[config.mk]
export PLATFORM = sky130hd
export DESIGN_NAME = rycc_luma_lane
export DESIGN_NICKNAME = d
export VERILOG_FILES = /design/src/sv/rycc_pkg.sv /design/src/sv/rycc_luma_lane.sv
export SDC_FILE = /design/constraint.sdc
export NUM_CORES = 2
export LEC_CHECK = 0
export BUFFER_PORTS_ARGS = -buffer_cell sky130_fd_sc_hd__buf_2
export CAP_MARGIN = 20
export CORE_MARGIN = 2
export CORE_UTILIZATION = 65
export DETAILED_ROUTE_END_ITERATION = 6
export HOLD_SLACK_MARGIN = 0.03
export PLACE_DENSITY = 0.87
export SYNTH_ARGS = -nofsm -noshare
export SYNTH_HDL_FRONTEND = slang
export SYNTH_SLANG_ARGS = --single-unit
[constraint.sdc]
create_clock -name clk -period 9.55 [get_ports clk]
set_input_delay 2.865 -clock clk [delete_from_list [all_inputs] [get_ports clk]]
set_output_delay 2.865 -clock clk [all_outputs]
set_load 0.005 [all_outputs]
[src/sv/rycc_pkg.sv]
// ----------------------------------------------------------------------------
// rycc_pkg: shared types and constants for the RGB block to YCbCr 4:2:0 core
// Holds the weight register layout, register indexes, scale and bias values.
// ----------------------------------------------------------------------------
`default_nettype none

package rycc_pkg;

    localparam int PIX_W  = 8;
    localparam int WGT_W  = 16;
    localparam int REG_W  = 3 * WGT_W;
    localparam int IDX_W  = 2;
    localparam int NPIX   = 4;

    localparam int PIPE_DEPTH = 5;

    typedef enum logic [IDX_W-1:0] {
        REG_LUMA = 2'd0,
        REG_CB   = 2'd1,
        REG_CR   = 2'd2
    } reg_idx_t;

    typedef struct packed {
        logic signed [WGT_W-1:0] red;
        logic signed [WGT_W-1:0] green;
        logic signed [WGT_W-1:0] blue;
    } weights_t;

    typedef struct packed {
        logic [PIX_W-1:0] red;
        logic [PIX_W-1:0] green;
        logic [PIX_W-1:0] blue;
    } rgb_t;

    localparam logic signed [16:0] LUMA_SCALE   = 17'sd56285;
    localparam logic signed [16:0] CHROMA_SCALE = 17'sd57570;

    localparam int LUMA_SHIFT   = 30;
    localparam int CHROMA_SHIFT = 32;

    localparam logic signed [43:0] LUMA_BIAS   = 44'sd17716740096;
    localparam logic signed [45:0] CHROMA_BIAS = 46'sd551903297536;

endpackage

`default_nettype wire

[src/sv/rycc_luma_lane.sv]
// ----------------------------------------------------------------------------
// rycc_luma_lane: five-stage luma pipeline for one pixel
// Weighted products, their sum, the studio scale, bias and round, then clamp.
// ----------------------------------------------------------------------------
`default_nettype none

module rycc_luma_lane (
    input  wire logic              clk,
    input  wire logic              en,
    input  wire rycc_pkg::weights_t wgt,
    input  wire rycc_pkg::rgb_t    pix,
    output logic [7:0]             luma
);

    logic signed [24:0] prod_r_reg, prod_g_reg, prod_b_reg;
    logic signed [24:0] prod_r_next, prod_g_next, prod_b_next;
    logic signed [25:0] sum_reg, sum_next;
    logic signed [42:0] acc_reg, acc_next;
    logic signed [43:0] biased_reg, biased_next;
    logic [7:0]         luma_reg, luma_next;
    logic [13:0]        quot;

    always_comb
    begin
        prod_r_next = wgt.red   * $signed({1'b0, pix.red});
        prod_g_next = wgt.green * $signed({1'b0, pix.green});
        prod_b_next = wgt.blue  * $signed({1'b0, pix.blue});
        sum_next    = 26'(prod_r_reg) + 26'(prod_g_reg) + 26'(prod_b_reg);
        acc_next    = 43'(sum_reg) * 43'(rycc_pkg::LUMA_SCALE);
        biased_next = 44'(acc_reg) + rycc_pkg::LUMA_BIAS;
        quot        = biased_reg[43:rycc_pkg::LUMA_SHIFT];
        if (biased_reg < 0)
        begin
            luma_next = 8'd0;
        end
        else if (quot[13:8] != 6'd0)
        begin
            luma_next = 8'd255;
        end
        else
        begin
            luma_next = quot[7:0];
        end
    end

    always_ff @(posedge clk)
    begin
        if (en)
        begin
            prod_r_reg <= prod_r_next;
            prod_g_reg <= prod_g_next;
            prod_b_reg <= prod_b_next;
            sum_reg    <= sum_next;
            acc_reg    <= acc_next;
            biased_reg <= biased_next;
            luma_reg   <= luma_next;
        end
    end

    assign luma = luma_reg;

endmodule

`default_nettype wire

Yosys cells after proc, flatten, opt, wreduce, memory -nomap -nowiden
Index checks and enable logic that the tools add are counted.

$add $sub $neg: 3. Multiply operators: 4. Order comparisons: 1. Multiplexer cells: 1. Reduce and logical (&&, ||, !) cells: 1.

Operator list (count): multiplier 16 x 9 -> 25 bit (3); adder 43 x 36 -> 44 bit, second input constant (1); < comparator 44 x 1 -> 1 bit, second input constant (1); multiplier 26 x 17 -> 43 bit, second input constant (1); adder 25 x 25 -> 26 bit (1); adder 26 x 25 -> 26 bit (1); 2-to-1 mux 8 bit (1); nonzero test 6 bit (1).

Register bits: 196. Input bits: 74. Word-level logic and storage cells: 17.

Depth between registers and ports, before layout
Depth in word-level cells: 2. Mapped depth: 22. Depth with buffers taken out: 22.

Least setup slack after synthesis
Ideal clock, no wire load.

Path kind: input -> register. Start: input port pix[8] (netlist bit). End: register prod_g_reg[21], data pin. Setup time: 258 ps. Arrival time: 7052 ps. Data required time: 9292 ps. Setup slack: 2240 ps. Stages: 19. Path buffers: 1. Cell sequence: clkbuf_1 nand2_1 fa_1 inv_1 fa_1 inv_1 fa_1 inv_1 fa_1 ha_1 a21oi_1 o21ai_0 a31oi_1 o21a_1 a21oi_1 a211oi_2 o21bai_1 a21o_1 xor2_1.

Cells in the longest elaborated chain, start to end: 1.

RTL lines: start: declaration (line rycc_luma_lane.sv:11) `input wire rycc_pkg::rgb_t pix,`; multiplier 16 x 9 -> 25 bit (line rycc_luma_lane.sv:26) `prod_g_next = wgt.green * $signed({1'b0, pix.green});`; net prod_g_next[21] (line rycc_luma_lane.sv:16) `logic signed [24:0] prod_r_next, prod_g_next, prod_b_next;`; end signal: assignment (line rycc_luma_lane.sv:51) `prod_g_reg <= prod_g_next;`; end: declaration (line rycc_luma_lane.sv:15) `logic signed [24:0] prod_r_reg, prod_g_reg, prod_b_reg;`.

The timed path passes the listed nets, and every way through them passes these cells. A chain may end at the register's enable or synchronous reset.

Worst setup path after layout
Start: input port pix[1] (netlist bit). End: register prod_b_reg[18], data pin.

Cells in the longest elaborated chain, start to end: 1.

RTL lines: multiplier 16 x 9 -> 25 bit (line rycc_luma_lane.sv:27) `prod_b_next = wgt.blue * $signed({1'b0, pix.blue});`; net prod_b_next[18] (line rycc_luma_lane.sv:16); end signal: assignment (line rycc_luma_lane.sv:52) `prod_b_reg <= prod_b_next;`; end: declaration (line rycc_luma_lane.sv:15).

The timed path passes the listed nets, and every way through them passes these cells.

==> results.cfg <==
[routing]
routed-via-count = 19300
ant_nets = 0
totalWireLength_mm = 59.6
drt-initial-drc-count = 1310
routedWlPerCell_um = 16.9
drc = 0
drt-pass1-iter-count = 7
post_drt_via_cell_ratio = 5.48

[synth]
synth_top_area_share_pct = 38.9
avgSynthCellArea_um2 = 10.1
synthFlopType = edfxtp_1
synthCells = 2845
yosysTopAreaCell = fa_1
synth_edf_count = 137
synth-async-reset-ratio_pct = 0
ys_ff_latch = 137
syn_nets = 3819
ys_warn_count = 0
synth_cell_type_count = 58
ys_top_cells_by_area = fa_1 (39%), ha_1 (15%), edfxtp_1 (14%)
ys_seq_area_share_pct = 14.4
synth.cell_area_um2 = 28700

[clock_network]
cts_resized = 0
clk_path_buf_depth = 2
htree_num_levels = 4
cts.sinks = 137
cts.reportedPaths.clkPinSlew_ps = 70
clk-insertion-delay-late_ps = 440
postCtsSetupRepairBufs = 0
cts_made_buffers = 17
cts_root_buf = clkbuf_16
ctsHoldBuffers = 0
cts_tree = built

[setup_path]
critPathMaxFanout = 16
reg2reg_depth = 19
crit_required_ps = 9700
worstPathArrival_ps = 7390
reg2reg_from = sum_reg[25]$_DFFE_PP_
slowest_delay_ps = 470
worstReg2RegEnd = acc_reg[35]$_DFFE_PP_
critPathLaunchType = primary input
crit_path_top_delay_cell = fa_1
crit_buf_inv = 4
crit_chain = buf_2, and2_1, fa_1, ha_1, ha_1, inv_1, fa_1, inv_1, ha_1, inv_1, fa_1, nor2b_1, o21ai_0, a21boi_1, o21ai_1, a21oi_1, o21ai_0, o21ai_0, mux2i_1, o2111ai_1
cpLargestDelayFamily = adder cells
cp-end-kind = flop
crit_type = primary input to flop
rrSetupSlack_ps = 2610

[outcome]
outcome = finished clean

[grt]
grt_start_max_net_pins = 71
use_met3_pct = 3.20
grt.overflow.total = 0
grt_pass1_vias = 21200
met1_usage_pct = 35.1
grt_pass1_wl_mm = 101
antenna_found_initial = 4
grt_most_used_layer = met2
grt_usage_pct = 27.4
gr-usage-met2_pct = 48.5

[sta]
period_minus_slack_ps = 7250
relSlewSlack_pct = 32.2
clock_skew_ps = 17.4
fmax_mhz = 138
finalSetupTns_ps = 0
setup_viol_count_final = 0
final-hold-violation-count = 0
finalCritPeriodShare_pct = 75.9
tightestPinTransition_ps = 1020
rsz0062_at_grt = no
slew_viol_final = 0

[min_path]
min_path_type = flop to flop
worstHoldStart = biased_reg[35]$_DFFE_PP_
hold-path-endpoint = luma[5]$_SDFFCE_PP0P_
whs_path_depth = 2

[final_layout]
finalNetCount = 3889
layout_common_cells = inv_1 (783), fa_1 (557), ha_1 (343)
area_growth_pct = 5.81
drive_gt1_share_pct = 4.68
fillCellCount = 3082
largest_reg_flops = 26
final_common_cell = inv_1

[placement]
dp_hpwl_mm = 50.0
io_buffers = 81
gp_congestion = 0.945

[die]
coreArea_um2 = 43300
pin_count = 82
rows = 76
die-area_um2 = 45800
start_util_pct = 66.2
die_h_um = 214
die_w_um = 214

[flow_run]
drv_cap = 0
==> synth_stat cells (5+ instances only) <==
cell type and number:
a211oi_2 6, o211ai_1 5, nand2b_1 14, edfxtp_1 137, a21oi_2 5, a21o_1 33
nor2_1 65, o21ai_1 13, o21a_1 14, o21bai_1 12, a21oi_1 83, xor2_1 42
inv_1 783, nand3_1 19, nand2_1 186, fa_1 557, nor3_1 19, nand4_1 10
clkbuf_1 30, o21ai_0 31, a211oi_1 7, and3_1 14, and2_1 241, nor2b_1 16
xnor2_1 95, ha_1 343, a31oi_1 7
==> logic make-up after synthesis <==
logic type,count (synthesis),share of synthesized area (%)
multiplexers,1,0.0349
AND/OR/NAND/NOR,599,10.8
buffers and inverters,814,10.7
AO/OA/AOI/OAI,257,6.08
XOR/XNOR,137,4.19
adder cells (fa/ha/maj),900,53.9
flip-flops,137,14.4
==> per-layer routing <==
layer  part of all wire (%)  wire [um]
met1                     40      23900
met2                     51      30600
met3                    5.4       3230
met4                    3.1       1830
met5                      0          0
==> layout make-up <==
cell class,count,area (um^2),share of cell area [%]
flip-flops and latches,137,4110,13.6
inverters,783,2940,9.70
repair buffers,82,415,1.37
multi-input cells,1894,21500,70.9
diodes,4,10.0,0.0330
clock inverters,15,199,0.656
clock buffers,17,425,1.40
well taps,585,732,2.41
==> per-stage QoR <==
stage	cell area (um^2)	hold WS [ps]	instances	worst slack, ps	util, %
after global routing	30300	581	3517	2040	70.1
after CTS	30300	550	3513	2380	70.0
final	30300	547	3517	2300	70.1
after detailed placement	29700	531	3481	1930	68.6
after global placement	29700	512	3481	1990	68.6
after floorplan	28700	513	2845	2240	-
==> worst max-delay path by stage <==
stage | start | cells after the start | slack, ps | endpoint
6_report | pix[1] | 20 | 2300 | prod_b_reg[18]$_DFFE_PP_
5_1_grt | pix[8] | 19 | 2040 | prod_g_reg[23]$_DFFE_PP_
4_1_cts | pix[1] | 20 | 2380 | prod_b_reg[18]$_DFFE_PP_
3_5_place_dp | pix[8] | 19 | 1930 | prod_g_reg[21]$_DFFE_PP_
3_3_place_gp | pix[8] | 19 | 1990 | prod_g_reg[21]$_DFFE_PP_
2_1_floorplan | pix[8] | 19 | 2240 | prod_g_reg[21]$_DFFE_PP_
==> tightest hold or removal path, cell delays in order, from the launching register on <==
cell and delay (ps):
edfxtp_1 320, nor2_1 40, nor2_1 70
Power is left out: the tool's default activity adds up to more than one toggle a clock period on the data nets, which glitch-free logic cannot reach.
