--- src/sv/rycc_pkg.sv ---
// ----------------------------------------------------------------------------
// rycc_pkg: shared types and constants for the RGB block to YCbCr 4:2:0 core
// Holds the weight register layout, register indexes, scale and bias values.
// ----------------------------------------------------------------------------
`default_nettype none

package rycc_pkg;

    localparam int PIX_W  = 8;
    localparam int WGT_W  = 16;
    localparam int REG_W  = 3 * WGT_W;
    localparam int IDX_W  = 2;
    localparam int NPIX   = 4;

    localparam int PIPE_DEPTH = 5;

    typedef enum logic [IDX_W-1:0] {
        REG_LUMA = 2'd0,
        REG_CB   = 2'd1,
        REG_CR   = 2'd2
    } reg_idx_t;

    typedef struct packed {
        logic signed [WGT_W-1:0] red;
        logic signed [WGT_W-1:0] green;
        logic signed [WGT_W-1:0] blue;
    } weights_t;

    typedef struct packed {
        logic [PIX_W-1:0] red;
        logic [PIX_W-1:0] green;
        logic [PIX_W-1:0] blue;
    } rgb_t;

    localparam logic signed [16:0] LUMA_SCALE   = 17'sd56285;
    localparam logic signed [16:0] CHROMA_SCALE = 17'sd57570;

    localparam int LUMA_SHIFT   = 30;
    localparam int CHROMA_SHIFT = 32;

    localparam logic signed [43:0] LUMA_BIAS   = 44'sd17716740096;
    localparam logic signed [45:0] CHROMA_BIAS = 46'sd551903297536;

endpackage

`default_nettype wire

--- src/sv/rycc_chroma_path.sv ---
// ----------------------------------------------------------------------------
// rycc_chroma_path: five-stage Cb and Cr pipeline for one pixel block
// Block sums, weighted products, their sums, the studio scale, round and clamp.
// ----------------------------------------------------------------------------
`default_nettype none

module rycc_chroma_path (
    input  wire logic               clk,
    input  wire logic               en,
    input  wire rycc_pkg::weights_t wgt_cb,
    input  wire rycc_pkg::weights_t wgt_cr,
    input  wire rycc_pkg::rgb_t     pix [rycc_pkg::NPIX],
    output logic [7:0]              chroma_blue,
    output logic [7:0]              chroma_red
);

    logic [9:0]         sum_r_reg, sum_g_reg, sum_b_reg;
    logic [9:0]         sum_r_next, sum_g_next, sum_b_next;
    logic signed [26:0] cb_r_reg, cb_g_reg, cb_b_reg, cr_r_reg, cr_g_reg, cr_b_reg;
    logic signed [26:0] cb_r_next, cb_g_next, cb_b_next, cr_r_next, cr_g_next, cr_b_next;
    logic signed [27:0] cb_sum_reg, cr_sum_reg, cb_sum_next, cr_sum_next;
    logic signed [44:0] cb_acc_reg, cr_acc_reg, cb_acc_next, cr_acc_next;
    logic signed [45:0] cb_v, cr_v;
    logic [13:0]        cb_q, cr_q;
    logic [7:0]         cb_reg, cr_reg, cb_next, cr_next;

    always_comb
    begin
        sum_r_next = 10'(pix[0].red) + 10'(pix[1].red) + 10'(pix[2].red) + 10'(pix[3].red);
        sum_g_next = 10'(pix[0].green) + 10'(pix[1].green)
                   + 10'(pix[2].green) + 10'(pix[3].green);
        sum_b_next = 10'(pix[0].blue) + 10'(pix[1].blue) + 10'(pix[2].blue) + 10'(pix[3].blue);

        cb_r_next = wgt_cb.red   * $signed({1'b0, sum_r_reg});
        cb_g_next = wgt_cb.green * $signed({1'b0, sum_g_reg});
        cb_b_next = wgt_cb.blue  * $signed({1'b0, sum_b_reg});
        cr_r_next = wgt_cr.red   * $signed({1'b0, sum_r_reg});
        cr_g_next = wgt_cr.green * $signed({1'b0, sum_g_reg});
        cr_b_next = wgt_cr.blue  * $signed({1'b0, sum_b_reg});

        cb_sum_next = 28'(cb_r_reg) + 28'(cb_g_reg) + 28'(cb_b_reg);
        cr_sum_next = 28'(cr_r_reg) + 28'(cr_g_reg) + 28'(cr_b_reg);

        cb_acc_next = 45'(cb_sum_reg) * 45'(rycc_pkg::CHROMA_SCALE);
        cr_acc_next = 45'(cr_sum_reg) * 45'(rycc_pkg::CHROMA_SCALE);

        cb_v = 46'(cb_acc_reg) + rycc_pkg::CHROMA_BIAS;
        cr_v = 46'(cr_acc_reg) + rycc_pkg::CHROMA_BIAS;
        cb_q = cb_v[45:rycc_pkg::CHROMA_SHIFT];
        cr_q = cr_v[45:rycc_pkg::CHROMA_SHIFT];

        if (cb_v < 0)
        begin
            cb_next = 8'd0;
        end
        else if (cb_q[13:8] != 6'd0)
        begin
            cb_next = 8'd255;
        end
        else
        begin
            cb_next = cb_q[7:0];
        end

        if (cr_v < 0)
        begin
            cr_next = 8'd0;
        end
        else if (cr_q[13:8] != 6'd0)
        begin
            cr_next = 8'd255;
        end
        else
        begin
            cr_next = cr_q[7:0];
        end
    end

    always_ff @(posedge clk)
    begin
        if (en)
        begin
            sum_r_reg  <= sum_r_next;
            sum_g_reg  <= sum_g_next;
            sum_b_reg  <= sum_b_next;
            cb_r_reg   <= cb_r_next;
            cb_g_reg   <= cb_g_next;
            cb_b_reg   <= cb_b_next;
            cr_r_reg   <= cr_r_next;
            cr_g_reg   <= cr_g_next;
            cr_b_reg   <= cr_b_next;
            cb_sum_reg <= cb_sum_next;
            cr_sum_reg <= cr_sum_next;
            cb_acc_reg <= cb_acc_next;
            cr_acc_reg <= cr_acc_next;
            cb_reg     <= cb_next;
            cr_reg     <= cr_next;
        end
    end

    assign chroma_blue = cb_reg;
    assign chroma_red  = cr_reg;

endmodule

`default_nettype wire

--- config.mk ---
export PLATFORM = sky130hd
export DESIGN_NAME = rycc_chroma_path
export DESIGN_NICKNAME = d
export VERILOG_FILES = /design/src/sv/rycc_pkg.sv /design/src/sv/rycc_chroma_path.sv
export SDC_FILE = /design/constraint.sdc
export NUM_CORES = 2
export LEC_CHECK = 0
export BUFFER_PORTS_ARGS = -buffer_cell sky130_fd_sc_hd__buf_2
export CAP_MARGIN = 10
export CELL_PAD_IN_SITES_DETAIL_PLACEMENT = 1
export CELL_PAD_IN_SITES_GLOBAL_PLACEMENT = 1
export CORE_UTILIZATION = 56
export CTS_CLUSTER_SIZE = 10
export DETAILED_ROUTE_END_ITERATION = 6
export PLACE_DENSITY_LB_ADDON = 0.1
export SYNTH_ARGS = -nofsm -noshare
export SYNTH_HDL_FRONTEND = slang
export SYNTH_SLANG_ARGS = --single-unit
--- constraint.sdc ---
create_clock -name clk -period 20.3 [get_ports clk]
set_input_delay 6.09 -clock clk [delete_from_list [all_inputs] [get_ports clk]]
set_output_delay 6.09 -clock clk [all_outputs]
set_load 0.1 [all_outputs]
Word level (Yosys, flattened, before mapping)

Cells that the tools add are included.

Bits in registers: 352
Input port bits: 194
Output and inout port bits: 16
Word-level logic and storage cells: 44

$add $sub $neg: 15
$mul: 8
Order comparisons: 2
Mux-type cells: 2
Reductions and logical operators: 2

Operators with widths:

| kind                     | count |
|---|---|
| $mul A16 B11 Y27         | 6 |
| $add A45 B41 Y46 const B | 2 |
| $lt A46 B1 Y1 const B    | 2 |
| $mul A28 B16 Y44 const B | 2 |
| $add A27 B27 Y28         | 2 |
| $add A28 B27 Y28         | 2 |
| $add A10 B8 Y10          | 3 |
| $add A9 B8 Y10           | 3 |
| $add A8 B8 Y9            | 3 |
| $mux W8                  | 2 |
| $reduce_bool A6 Y1       | 2 |

Depth between registers and ports, before layout

Word-level depth: 3
Gate-level depth with buffers: 22
Depth with buffers taken out: 22

Worst setup path before layout

No wires, ideal clock.

Path kind: input -> register
Start point: input wgt_cr[7] (netlist bit)
End point: register cr_b_reg[26] (data pin)
Library setup time: 0.260 ns
Arrival: 11.207 ns
Data required time: 20.040 ns
Setup slack: 8.833 ns
Stages: 20
Path buffers: 1
Cell sequence: clkbuf_1 nand2_1 fa_1 fa_1 fa_1 inv_1 fa_1 inv_1 fa_1 inv_1 ha_1 a21o_1 a2111oi_4 o31a_2 o41ai_2 o41a_1 a311o_1 a31o_1 a21oi_2 xnor2_1

Longest elaborated chain between the ends: 1

RTL lines:

| what                 | line                   | RTL |
|---|---|---|
| from (decl)          | rycc_chroma_path.sv:11 | `input wire rycc_pkg::weights_t wgt_cr,` |
| $mul A16 B11 Y27     | rycc_chroma_path.sv:39 | `cr_b_next = wgt_cr.blue * $signed({1'b0, sum_b_reg});` |
| via cr_b_next[26]    | rycc_chroma_path.sv:20 | `logic signed [26:0] cb_r_next, cb_g_next, cb_b_next, cr_r_next, cr_g_next, cr_b_next;` |
| to (signal assigned) | rycc_chroma_path.sv:91 | `cr_b_reg <= cr_b_next;` |
| to (decl)            | rycc_chroma_path.sv:19 | `logic signed [26:0] cb_r_reg, cb_g_reg, cb_b_reg, cr_r_reg, cr_g_reg, cr_b_reg;` |

The timed path passes the listed nets, and every way through them passes these cells.
A chain may end at the register's enable or synchronous reset.

Worst setup path after layout

Start point: input wgt_cb[21] (netlist bit)
End point: register cb_g_reg[26] (data pin)

Longest elaborated chain between the ends: 1

RTL lines:

| what                 | line                   | RTL |
|---|---|---|
| from (decl)          | rycc_chroma_path.sv:10 | `input wire rycc_pkg::weights_t wgt_cb,` |
| $mul A16 B11 Y27     | rycc_chroma_path.sv:35 | `cb_g_next = wgt_cb.green * $signed({1'b0, sum_g_reg});` |
| via cb_g_next[26]    | rycc_chroma_path.sv:20 |  |
| to (signal assigned) | rycc_chroma_path.sv:87 | `cb_g_reg <= cb_g_next;` |
| to (decl)            | rycc_chroma_path.sv:19 |  |

The timed path passes the listed nets, and every way through them passes these cells.

==> flow_metrics.env <==
export IMPL_status="finished, final reports clean"
export IMPL_synth_seq_cells=292
export IMPL_via_count=44600
export IMPL_tightest_slew_ns=1.18
export IMPL_cts_sinks=292
export IMPL_drc=0
export IMPL_worstSetupEndpointType="register"
export IMPL_die_height_um=341
export IMPL_dpl_hpwl_um=138000
export IMPL_place_congestion=0.864
export IMPL_post_cts_resize_count=0
export IMPL_rsz0062_at_grt="false"
export IMPL_io_pins=210
export IMPL_max_clock_freq_mhz=88.8
export IMPL_ant_nets=0
export IMPL_wl_per_cell_um=20.0
export IMPL_synth_most_common_cell="inv_1"
export IMPL_synthArstFlopShare_pct=0
export IMPL_dr_pass1_iters=7
export IMPL_drt_initial_drc_count=1761
export IMPL_period_minus_slack_ns=11.26
export IMPL_postCtsSetupBuffers=0
export IMPL_skew_ns=0.0358
export IMPL_grt_max_degree=108
export IMPL_crit_fanout=10
export IMPL_post_dp_cell_area_sq_mm=0.0669
export IMPL_grt_first_pass_wirelength_um=271000
export IMPL_clkTransAtPathRegs_ns=0.06
export IMPL_synth_area_sq_mm=0.0644
export IMPL_htreeDepth=2
export IMPL_drive_gt1_share_pct=4.93
export IMPL_yosysWarnings=0
export IMPL_netlist_instances=6513
export IMPL_cap_violations=0
export IMPL_routed_via_density=5.46
export IMPL_clk_path_buf_depth=3
export IMPL_fin_util_pct=59.8
export IMPL_cts_tree="yes"
export IMPL_grt_pass1_vias=52000
export IMPL_overflow=0
export IMPL_ys_flop_type="edfxtp_1"
export IMPL_gr_usage_all_layers_pct=29.5
export IMPL_start_util_pct=56.4
export IMPL_hold_class="reg2reg"
export IMPL_clk_latency_ns=0.63
export IMPL_ys_seq_area_share_pct=13.6
export IMPL_synth_avg_cell_area_sq_um=9.89
export IMPL_criticalPathCategory="in2reg"
export IMPL_yosys_top_cells_count="inv_1 (1625), fa_1 (1226), ha_1 (854), nand2_1 (607), and2_1 (446)"
export IMPL_worstPathArrival_ns=11.60
export IMPL_portBuffers=209
export IMPL_root_buffer="clkbuf_16"
export IMPL_tns_ns=0
export IMPL_fin_nets=8899
export IMPL_syn_nets=8787
export IMPL_final_area_sq_mm=0.0683
export IMPL_synth_top_area_cell="fa_1"
export IMPL_holdBufCountCts=0
export IMPL_antenna_found_initial=6
export IMPL_synth_edff_count=292
export IMPL_start_kind="input pin"
export IMPL_final_max_slew_violation_count=0
export IMPL_area_growth_pct=6.00
export IMPL_hold_violations=0
export IMPL_finalSetupViolations=0
export IMPL_synth_distinct_cells=80
export IMPL_num_rows=124
export IMPL_finalCritPeriodShare_pct=55.4
export IMPL_whs_ns=0.703
export IMPL_postRouteWirelength_um=163000
export IMPL_numCtsBuffers=41
export IMPL_synthTopCellsByArea="fa_1 (38%), ha_1 (17%), edfxtp_1 (14%), inv_1 (9.5%), and2_1 (4.3%)"
export IMPL_die_area_sq_mm=0.116
export IMPL_cp_required_ns=20.65
export IMPL_die_w_um=341
export IMPL_core_area_sq_mm=0.114
export IMPL_relSlewSlack_pct=21.7
export IMPL_synth_top_area_share_pct=38.1
export IMPL_r2r_slack_ns=13.79
## final cells by class
class / instances / area [sq um]
Clock buffer: 48 / 1070
Clock inverter: 19 / 230
Multi-Input combinational cell: 4423 / 48900
Tap cell: 1512 / 1890
Inverter: 1625 / 6100
Fill cell: 12800 / 45900
Timing Repair Buffer: 242 / 1300
Antenna cell: 5 / 12.5
Sequential cell: 292 / 8770
## worst max-delay path, stage by stage
cell	delay [ns]
buf_2	0.16
and2_1	0.19
fa_1	0.53
inv_1	0.06
fa_1	0.54
inv_1	0.06
fa_1	0.48
fa_1	0.50
inv_1	0.05
fa_1	0.48
inv_1	0.04
ha_1	0.33
and3_1	0.22
a31oi_1	0.16
o21ai_1	0.08
a31oi_1	0.38
nor3_1	0.14
a211oi_1	0.38
o21ai_1	0.19
o31ai_1	0.39
a211oi_1	0.14
## logic make-up (layout without fill, tap and decap cells)
logic type / count (synthesis) / after routing / share of synthesized area, %
compound gates: 619 / 619 / 6.19
xor+xnor: 297 / 297 / 4.04
fa+ha+maj: 2080 / 2080 / 54.7
buf+inv: 1798 / 1934 / 10.5
flops: 292 / 292 / 13.6
mux: 9 / 9 / 0.152
other cells: 0 / 5 / 0
simple gates: 1418 / 1418 / 10.8
## routing by layer
metal	routed length (um)	global-route usage [%]
met1	68100	37.3
met2	85700	54.0
met3	5430	2.60
met4	4280	7.89
met5	36	0
## path summary, 6_finish.rpt
kind                                      end                      from  cells past startpoint
setup reg to reg       cb_b_reg[26]$_DFFE_PP_    sum_b_reg[2]$_DFFE_PP_                     20
setup / recovery       cb_g_reg[26]$_DFFE_PP_                wgt_cb[21]                     21
hold reg to reg   chroma_red[1]$_SDFFCE_PP0P_  cr_acc_reg[33]$_DFFE_PP_                      2
hold / removal    chroma_red[1]$_SDFFCE_PP0P_  cr_acc_reg[33]$_DFFE_PP_                      2
## stage by stage
step | std cells | worst slack [ns]
2_1_floorplan | 6513 | 8.83
3_5_place_dp | 8094 | 8.43
5_1_grt | 8161 | 8.73
6_report | 8166 | 9.04
3_3_place_gp | 8094 | 8.63
4_1_cts | 8161 | 9.07
## layout by cell type, fill, tap and decap left out, types with 56 or more instances in the layout
cell type,count
inv_1,1625
fa_1,1226
ha_1,854
nand2_1,607
and2_1,446
edfxtp_1,292
xnor2_1,236
buf_2,208
a21oi_1,204
nor2_1,123
o21ai_0,85
a21o_1,68
xor2_1,61
nand3_1,56
Power is not shown: default switching activity piles up to over one toggle a cycle in this logic, so the estimate is an artifact.
